==> src/rtl/lcpbr_ram.sv <==
// Generic single-port-write, single-port-read RAM with a registered read.
`timescale 1ns / 1ps
`default_nettype none

module lcpbr_ram #(
    parameter int WIDTH  = 8,
    parameter int DEPTH  = 16,
    parameter int ADDR_W = $clog2(DEPTH)
) (
    input  wire logic              i_clk,
    input  wire logic              i_we,
    input  wire logic [ADDR_W-1:0] i_waddr,
    input  wire logic [WIDTH-1:0]  i_wdata,
    input  wire logic [ADDR_W-1:0] i_raddr,
    output logic      [WIDTH-1:0]  o_rdata
);

    logic [WIDTH-1:0] r_mem [DEPTH];
    logic [WIDTH-1:0] r_rdata;

    always_ff @(posedge i_clk) begin
        if (i_we) begin
            r_mem[i_waddr] <= i_wdata;
        end
        r_rdata <= r_mem[i_raddr];
    end

    assign o_rdata = r_rdata;

endmodule

`default_nettype wire

==> config.mk <==
export PLATFORM = sky130hd
export DESIGN_NAME = lcpbr_ram
export DESIGN_NICKNAME = d
export VERILOG_FILES = /design/src/rtl/lcpbr_ram.sv
export SDC_FILE = /design/constraint.sdc
export NUM_CORES = 1
export LEC_CHECK = 0
export BUFFER_PORTS_ARGS = -buffer_cell sky130_fd_sc_hd__buf_2
export CORE_UTILIZATION = 60
export DETAILED_ROUTE_END_ITERATION = 10
export HOLD_SLACK_MARGIN = 0.03
export PLACE_DENSITY = 0.81
export SLEW_MARGIN = 20
export SYNTH_ARGS = -nofsm -noshare
export SYNTH_HDL_FRONTEND = slang
export SYNTH_SLANG_ARGS = --single-unit
==> constraint.sdc <==
create_clock -name i_clk -period 2.8 [get_ports i_clk]
set_clock_uncertainty 0.15 [all_clocks]
set_input_delay 0 -clock i_clk [delete_from_list [all_inputs] [get_ports i_clk]]
set_output_delay 0 -clock i_clk [all_outputs]
set_load 0.01 [all_outputs]
==> results of run 1 <==
==> layer usage <==
layer,GRT usage,up-vias
li1,-,1100
met1,0.3488,1309
met2,0.3927,124
met3,0.08535,19
met4,0.1061,0
met5,0,-
==> state kept, by name (all words and copies together), names as in the netlist <==
name,flops
o_rdata,8
r_mem,128
==> critical path, stage by stage <==
cell	delay (ns)
dlygate4sd3_1	0.53
buf_2	0.13
nor2b_1	0.13
dlygate4sd3_1	0.71
a22oi_1	0.23
dlygate4sd3_1	0.57
nand2_1	0.05
dlygate4sd3_1	0.55
==> kinds of logic after synthesis <==
family,share of synthesized area
DFF,0.7778
and+or+nand+nor,0.03184
muxes,0.1502
AOI/OAI and AO/OA,0.02334
buffers and inverters,0.01677
==> how the worst max path moves through the flow <==
stage,endpoint,depth (start not counted),slack (ns)
after CTS,o_rdata[7],8,0.25
final,o_rdata[7],8,0.16
after floorplan,r_mem[0][0],2,1.16
after detailed placement,o_rdata[5],5,0.90
after global placement,r_mem[2][3],3,0.94
after global routing,o_rdata[7],8,0.04
==> synthesized netlist by cell type (all sizes together) <==
cell           number  area (sq um)
edfxtp            128          3844
mux4               32         773.2
a22oi              16         120.1
nor2               13         48.80
nand2               9         33.78
dfxtp               8         160.2
buf                 7         56.30
nor3                4         20.02
clkdlybuf4s25       3         30.03
nand2b              2         12.51
nand3b              2         15.01
and2                1         6.260
and2b               1         7.510
nand3               1         5.000
nor2b               1         6.260
or3b                1         8.760
==> cell type report <==
cell class              instances  area (sq um)
flip-flops and latches        136          4004
clock buffers                  22         462.9
well taps                     105         131.4
fillers                       448          2072
clock inverters                10         145.1
repair buffers                 53         385.4
multi-input cells              83          1057
==> power breakdown <==
part	switching (uW)	total [uW]	internal, uW
Sequential	16.4	2290	2280
Clock	830	2260	1430
Combinational	122	225	103
Total	968	4780	3810
==> metrics by stage <==
stage / instance area, sq um / power [uW]
finish: 6186 / 4782
global route: 6186 / 4899
CTS: 6186 / 4796
detailed placement: 5378 / 2535
global placement: 5378 / 2526
floorplan: 5147 / 2450
==> run_results.csv, run 1 <==
group,metric,value,unit
timing,setup_ws,0.1633,ns
setup_path,rrSetupSlack,0.32,ns
routing,top_layer,"met4",
timing,tightest_slew,0.9609,ns
setup_path,cp_max_fo,8,
cells_and_area,nets,309,
power,max-vdd-ir-drop,592.9,uV
timing,finalHoldViolCount,0,
setup_path,arrival,2.90,ns
cells_and_area,final_common_cell,"edfxtp_1",
setup_path,start_kind,"primary input",
timing,fin_setup_tns,0,ns
cells_and_area,drive_above_1_share,0.2697,
global_route,antenna_found_initial,0,
routing,met1Wirelength,4279,microns
setup_path,path_class,"primary input to flip-flop",
placement,port_buffers,25,
die,start_util,0.6233,
cts,clkLatencyLatePin,0.52,ns
synthesis,yosysSeqAreaShare,0.7778,
setup_path,cp-end-kind,"flip-flop",
setup_path,timing.critical_path.from,"i_raddr[3]",
routing,route.detailed.drc,0,
timing,period_needed,2.637,ns
timing,slew_headroom,0.3570,
routing,drtIter0Drc,209,
timing,fin_crit_sh,0.9417,
cells_and_area,mostFrequentLayoutCells,"edfxtp_1 (128), buf_2 (25), dlygate4sd3_1 (20)",
placement,post-place-ws,0.8982,ns
hold_path,hold_class,"primary input to flip-flop",
power,power_density,773.0,nW/um^2
die,fp.coreArea,8258,sq um
setup_path,reg2regPathDepth,5,
cts,ctsResizeCount,0,
die,io_pins,26,
global_route,grt_max_degree,33,
timing,fmax,379.3,MHz
cts,clkTransAtPathRegs,0.06,ns
cts,post_cts.repair.setup_buffers,0,
setup_path,r2r-end,"o_rdata[7]",
cts,clock-sinks,136,
cts,cts_buffers,17,
global_route,grt_use_total,0.2582,
synthesis,synth.avg_cell_area,22.48,sq um
synthesis,syn_inst,229,
routing,ant_nets,0,
cts,cts_max_path_buffers,2,
synthesis,syn-num-nets,247,
cts,cts_tree,"yes",
setup_path,critPathRequiredTime,3.06,ns
synthesis,synthesis.area,5147,sq um
timing,finalHoldWorstSlack,0.1418,ns
global_route,overflow,0,
cells_and_area,final_util,0.7491,
cells_and_area,antennaDiodeCount,0,
routing,vias,2552,
timing,rsz0062_at_grt,"false",
run,max-cap-violations,0,
hold_path,min_from,"i_raddr[1]",
routing,met3_length,652,microns
cts,cts_root_buf,"clkbuf_8",
cts,h-tree-depth,4,
cells_and_area,instances_no_fill,409,
synthesis,synth.distinct_cells,19,
placement,post-dp-hpwl,5706,microns
setup_path,timing.rr.start,"r_mem[11][7]",
placement,dp_cells,357,
global_route,first_global_vias,2653,
die,die_area,8954,sq um
placement,routabilityCongestion,0.7118,
routing,viasPerCell,6.240,
hold_path,min_to,"o_rdata[4]",
hold_path,holdPathStages,4,
routing,post_drt_wl_per_cell,25.00,microns
cells_and_area,area_growth,20.17,%
power,power.leakage,0.002112,uW
timing,setup_viol,0,
global_route,grt_pass1_wl,15110,microns
synthesis,ys.warnings.count,0,
die,rows,33,
routing,routed-wl-met2,5053,microns
outcome,status,"completed",
die,dieWidth,94.63,microns
routing,routed_wl,10220,microns
die,die_y,94.63,microns
cts,ctsHoldBuffers,20,
timing,maxSlewViolCount,0,
synthesis,ys_seq_elements,136,
routing,drt-pass1-iter-count,4,
Note: power is estimated with default switching activity, not from simulation.
==> inputs of run 2 (changes only) <==
--- a/config.mk
+++ b/config.mk
@@ -10,6 +10,7 @@
 export DETAILED_ROUTE_END_ITERATION = 10
 export HOLD_SLACK_MARGIN = 0.03
 export PLACE_DENSITY = 0.81
+export REMOVE_ABC_BUFFERS = 1
 export SLEW_MARGIN = 20
 export SYNTH_ARGS = -nofsm -noshare
 export SYNTH_HDL_FRONTEND = slang
==> constraint.sdc (replaced) <==
create_clock -name i_clk -period 2.9 [get_ports i_clk]
set_clock_uncertainty 0.15 [all_clocks]
set_input_delay 0 -clock i_clk [delete_from_list [all_inputs] [get_ports i_clk]]
set_output_delay 0 -clock i_clk [all_outputs]
set_load 0.01 [all_outputs]
==> run 2 against run 1 <==
Sequential cell count did not move. Global-route usage fell by 1.8 points. Sequential power is 3% lower. Critical endpoint is now o_rdata[0]. Highest routed layer is now met5.
==> run_results.csv, run 2 (synthesized netlist as in run 1, its figures left out) <==
group,metric,value,unit
outcome,status,"completed",
global_route,grt_pass1_wl,14320,microns
die,dieWidth,94.63,microns
routing,viasPerCell,6.113,
cells_and_area,seq_area,4004,sq um
global_route,grtUsageMet3,0.06683,
routing,drtIter0Drc,203,
timing,maxSlewViolCount,0,
timing,fmax,363.3,MHz
cts,h-tree-depth,4,
timing,setup_viol,0,
global_route,grt_use_total,0.2400,
timing,rsz0062_at_grt,"false",
placement,port_buffers,25,
die,start_util,0.6233,
power,max-vdd-ir-drop,439.1,uV
cts,clock-sinks,136,
hold_path,hold_class,"primary input to flip-flop",
global_route,overflow,0,
cells_and_area,top_register,"r_mem",
cells_and_area,final_util,0.7470,
die,die_area,8954,sq um
timing,slew_headroom,0.4096,
setup_path,cp-end-kind,"flip-flop",
run,max-cap-violations,0,
setup_path,start_kind,"primary input",
setup_path,cp_max_fo,7,
routing,post_drt_wl_per_cell,23.57,microns
power,power_density,736.2,nW/um^2
setup_path,critPathRequiredTime,3.20,ns
hold_path,holdPathStages,4,
timing,fin_setup_tns,0,ns
setup_path,arrival,3.05,ns
cts,cts_root_buf,"clkbuf_8",
cells_and_area,largest_reg_flops,128,
timing,fin_crit_sh,0.9491,
placement,post-dp-hpwl,5436,microns
routing,ant_nets,0,
routing,drt-pass1-iter-count,4,
cts,cts_max_path_buffers,2,
timing,finalHoldViolCount,0,
setup_path,path_class,"primary input to flip-flop",
cells_and_area,final_common_cell,"edfxtp_1",
cts,clkLatencyLatePin,0.50,ns
global_route,grt_max_degree,33,
cells_and_area,area_growth,19.83,%
global_route,use_met1,0.3065,
die,rows,33,
timing,period_needed,2.752,ns
cells_and_area,multi_input_area,1057,sq um
cts,cts_tree,"yes",
die,fp.coreArea,8258,sq um
cells_and_area,mostFrequentLayoutCells,"edfxtp_1 (128), buf_2 (25), dlygate4sd3_1 (21)",
placement,routabilityCongestion,0.7154,
power,power.leakage,0.002090,uW
die,die_y,94.63,microns
cells_and_area,nFillCells,437,
cells_and_area,nets,308,
cts,clkTransAtPathRegs,0.06,ns
setup_path,reg2regPathDepth,5,
routing,routed_wl,9618,microns
cells_and_area,drive_above_1_share,0.2640,
global_route,first_global_vias,2520,
timing,tightest_slew,0.8824,ns
global_route,grt.busiest_layer,"met2",
cells_and_area,antennaDiodeCount,0,
global_route,antenna_found_initial,1,
routing,vias,2494,
cts,cts_buffers,17,
routing,route.detailed.drc,0,
die,io_pins,26,
global_route,use_met2,0.3849,
## run 2: changes by cell type in the layout (fill, tap and decap cells not counted)
cell           before  now
buf_4               8    6
clkbuf_8            4    1
clkinv_2            1    0
clkinv_4            3    6
clkinvlp_4          2    3
dlygate4sd3_1      20   21
## run 2: path summary, 6_finish.rpt
path / startpoint / to / slack (ns)
hold reg to reg: r_mem[13][7] / o_rdata[7] / 0.53
hold / removal: i_raddr[0] / o_rdata[5] / 0.13
setup reg to reg: r_mem[1][0] / o_rdata[0] / 0.44
setup / recovery: i_raddr[2] / o_rdata[0] / 0.15
## run 2: cell type report
| cell class | instances | share of cell area |
|---|---|---|
| Multi-Input combinational cell | 83 | 0.1714 |
| Clock buffer | 19 | 0.06836 |
| Clock inverter | 13 | 0.02819 |
| Tap cell | 105 | 0.02130 |
| Sequential cell | 136 | 0.6491 |
| Timing Repair Buffer | 52 | 0.06166 |
## run 2: per-layer routing
metal | up-vias | wire length [microns]
met5 | - | 13
met4 | 2 | 146
met3 | 17 | 540
met2 | 106 | 4983
met1 | 1273 | 3932
li1 | 1096 | -
## run 2: repair_timing
item,4_1_cts,5_1_grt
hold buffers,21,0
resized for setup,0,0
endpoints found under the hold margin,247,0
setup buffers,0,0
## run 2: power breakdown
part / leakage (uW) / internal, uW / switching [uW] / total, uW
Combinational: 0.000588 / 99.7 / 116 / 216
Sequential: 0.00122 / 2200 / 14.6 / 2210
Clock: 0.000279 / 1320 / 793 / 2110
Total: 0.00209 / 3620 / 924 / 4540
## run 2: metrics by stage
stage	power, uW	hold slack, ns	cell area [sq um]	worst slack [ns]	std cells
floorplan	2342	-0.05113	5061	1.257	219
global placement	2437	0.2348	5363	1.068	355
detailed placement	2442	0.2417	5363	1.081	355
CTS	4563	0.1293	6168	0.2058	408
global route	4667	0.1605	6168	0.05437	408
finish	4541	0.1281	6168	0.1476	408
## run 2: worst max-delay path, cell delays in order
cell and delay [ns]:
dlygate4sd3_1 0.53, buf_2 0.14, nor2_1 0.24, dlygate4sd3_1 0.81
a22oi_1 0.15, dlygate4sd3_1 0.58, nand2_1 0.06, dlygate4sd3_1 0.53
==> inputs of run 3 (changes only) <==
--- a/config.mk
+++ b/config.mk
@@ -5,11 +5,11 @@
 export SDC_FILE = /design/constraint.sdc
 export NUM_CORES = 1
 export LEC_CHECK = 0
-export BUFFER_PORTS_ARGS = -buffer_cell sky130_fd_sc_hd__buf_2
 export CORE_UTILIZATION = 60
 export DETAILED_ROUTE_END_ITERATION = 10
+export DONT_BUFFER_PORTS = 1
 export HOLD_SLACK_MARGIN = 0.03
-export PLACE_DENSITY = 0.81
+export PLACE_DENSITY = 0.79
 export REMOVE_ABC_BUFFERS = 1
 export SLEW_MARGIN = 20
 export SYNTH_ARGS = -nofsm -noshare
==> run 3 against run 2 <==
Sequential share of layout area is 0.29 points higher. Critical path depth is 1 lower. Non-clock buffer count is 15 lower. First-iteration DRC count is 46% higher. Combinational power is 4% lower. Register-to-register slack worse by 0.10 ns. Hold slack better by 0.10 ns. Sequential cell count stayed put. Utilization is 0.33 points lower. Critical endpoint is now o_rdata[2].
==> run_results.csv, run 3 (synthesized netlist as in run 1, its figures left out) <==
group,metric,value,unit
outcome,status,"completed",
routing,post_drt_wl_per_cell,25.12,microns
routing,drtIter0Drc,297,
cts,clock-sinks,136,
cells_and_area,final_common_cell,"edfxtp_1",
cells_and_area,fin_area,6141,sq um
cells_and_area,drive_above_1_share,0.1875,
cts,h-tree-depth,4,
run,max-cap-violations,0,
timing,setup_ws,0.1704,ns
die,start_util,0.6233,
die,io_pins,26,
setup_path,critPathRequiredTime,3.20,ns
cells_and_area,top_register,"r_mem",
cts,ctsResizeCount,0,
routing,drt-pass1-iter-count,5,
placement,routabilityCongestion,0.7127,
cells_and_area,multi_input_area,1057,sq um
timing,fin_crit_sh,0.9413,
setup_path,path_cells,"dlygate4sd3_1, nor2b_1, dlygate4sd3_1, a22oi_1, dlygate4sd3_1, nand2_1, dlygate4sd3_1",
placement,post-dp-hpwl,5611,microns
timing,fmax,366.3,MHz
cells_and_area,seq_area,4004,sq um
cells_and_area,largest_reg_flops,128,
hold_path,hold_class,"primary input to flip-flop",
setup_path,cp_slowest_cell,"dlygate4sd3_1",
die,die_area,8954,sq um
setup_path,cp_common_cell,"dlygate4sd3_1",
cts,clkTransAtPathRegs,0.06,ns
global_route,grt_max_degree,33,
placement,post-place-ws,1.262,ns
routing,viasPerCell,6.256,
cts,cts_root_buf,"clkbuf_8",
global_route,first_global_vias,2561,
setup_path,path_class,"primary input to flip-flop",
global_route,antenna_found_initial,1,
setup_path,start_kind,"primary input",
timing,finalHoldViolCount,0,
die,die_y,94.63,microns
cells_and_area,nFillCells,470,
routing,routed_wl,9897,microns
cts,post_cts.repair.setup_buffers,0,
timing,slew_headroom,0.3820,
global_route,overflow,0,
power,power_density,724.2,nW/um^2
routing,route.detailed.drc,0,
routing,vias,2465,
global_route,grt_pass1_wl,14300,microns
setup_path,cp_max_fo,6,
cells_and_area,area_growth,19.30,%
timing,setup_viol,0,
placement,port_buffers,0,
timing,fin_setup_tns,0,ns
timing,period_needed,2.730,ns
timing,rsz0062_at_grt,"false",
cts,ctsHoldBuffers,33,
cts,cts_tree,"yes",
placement,placed_cell_area,5223,sq um
routing,ant_nets,0,
timing,tightest_slew,0.9236,ns
timing,maxSlewViolCount,0,
global_route,grt_use_total,0.2452,
cells_and_area,mostFrequentLayoutCells,"edfxtp_1 (128), dlygate4sd3_1 (31), mux4_2 (18)",
setup_path,rrSetupSlack,0.34,ns
setup_path,slowest_delay,0.77,ns
cts,cts_buffers,17,
power,max-vdd-ir-drop,424.7,uV
power,power.leakage,0.002042,uW
die,fp.coreArea,8258,sq um
setup_path,cp-end-kind,"flip-flop",
die,dieWidth,94.63,microns
cts,clkLatencyLatePin,0.51,ns
cts,cts_max_path_buffers,2,
cells_and_area,nets,293,
setup_path,arrival,3.03,ns
die,rows,33,
## run 3: cell type report
class                           instances  area share
Antenna cell                            1   0.0004075
Multi-Input combinational cell         83      0.1722
Clock inverter                          9     0.01610
Tap cell                              105     0.02139
Sequential cell                       136      0.6520
Timing Repair Buffer                   37     0.06194
Clock buffer                           23     0.07600
## run 3: per-layer routing
layer | part of all wire | GRT usage
met1 | 0.40 | 0.3231
met4 | 0.022 | 0.1086
met2 | 0.50 | 0.3873
met5 | 0 | 0
met3 | 0.083 | 0.06763
## run 3: path summary, 6_finish.rpt
kind,to,from,cells past startpoint
setup / recovery,o_rdata[2],i_raddr[2],7
setup reg to reg,o_rdata[2],r_mem[10][2],5
hold reg to reg,o_rdata[6],r_mem[13][6],3
hold / removal,o_rdata[5],i_raddr[0],4
## run 3: stage by stage
| step | hold slack [ns] | cells | util | total power [uW] |
|---|---|---|---|---|
| floorplan | -0.05113 | 219 | - | 2342 |
| global placement | -0.05045 | 328 | 0.6324 | 2368 |
| detailed placement | -0.05062 | 328 | 0.6324 | 2375 |
| CTS | 0.2107 | 393 | 0.7433 | 4462 |
| global route | 0.2378 | 394 | 0.7436 | 4561 |
| finish | 0.2316 | 394 | 0.7436 | 4447 |
## run 3: worst max-delay path, delay by kind of cell
| kind | cells | cell delay [ns] |
|---|---|---|
| compound gates | 1 | 0.14 |
| buf+inv | 4 | 2.53 |
| simple gates | 2 | 0.36 |
## run 3: where the power goes
group | internal [uW] | switching [uW]
combinational | 99.3 | 109
sequential | 2200 | 20.4
clock | 1280 | 736
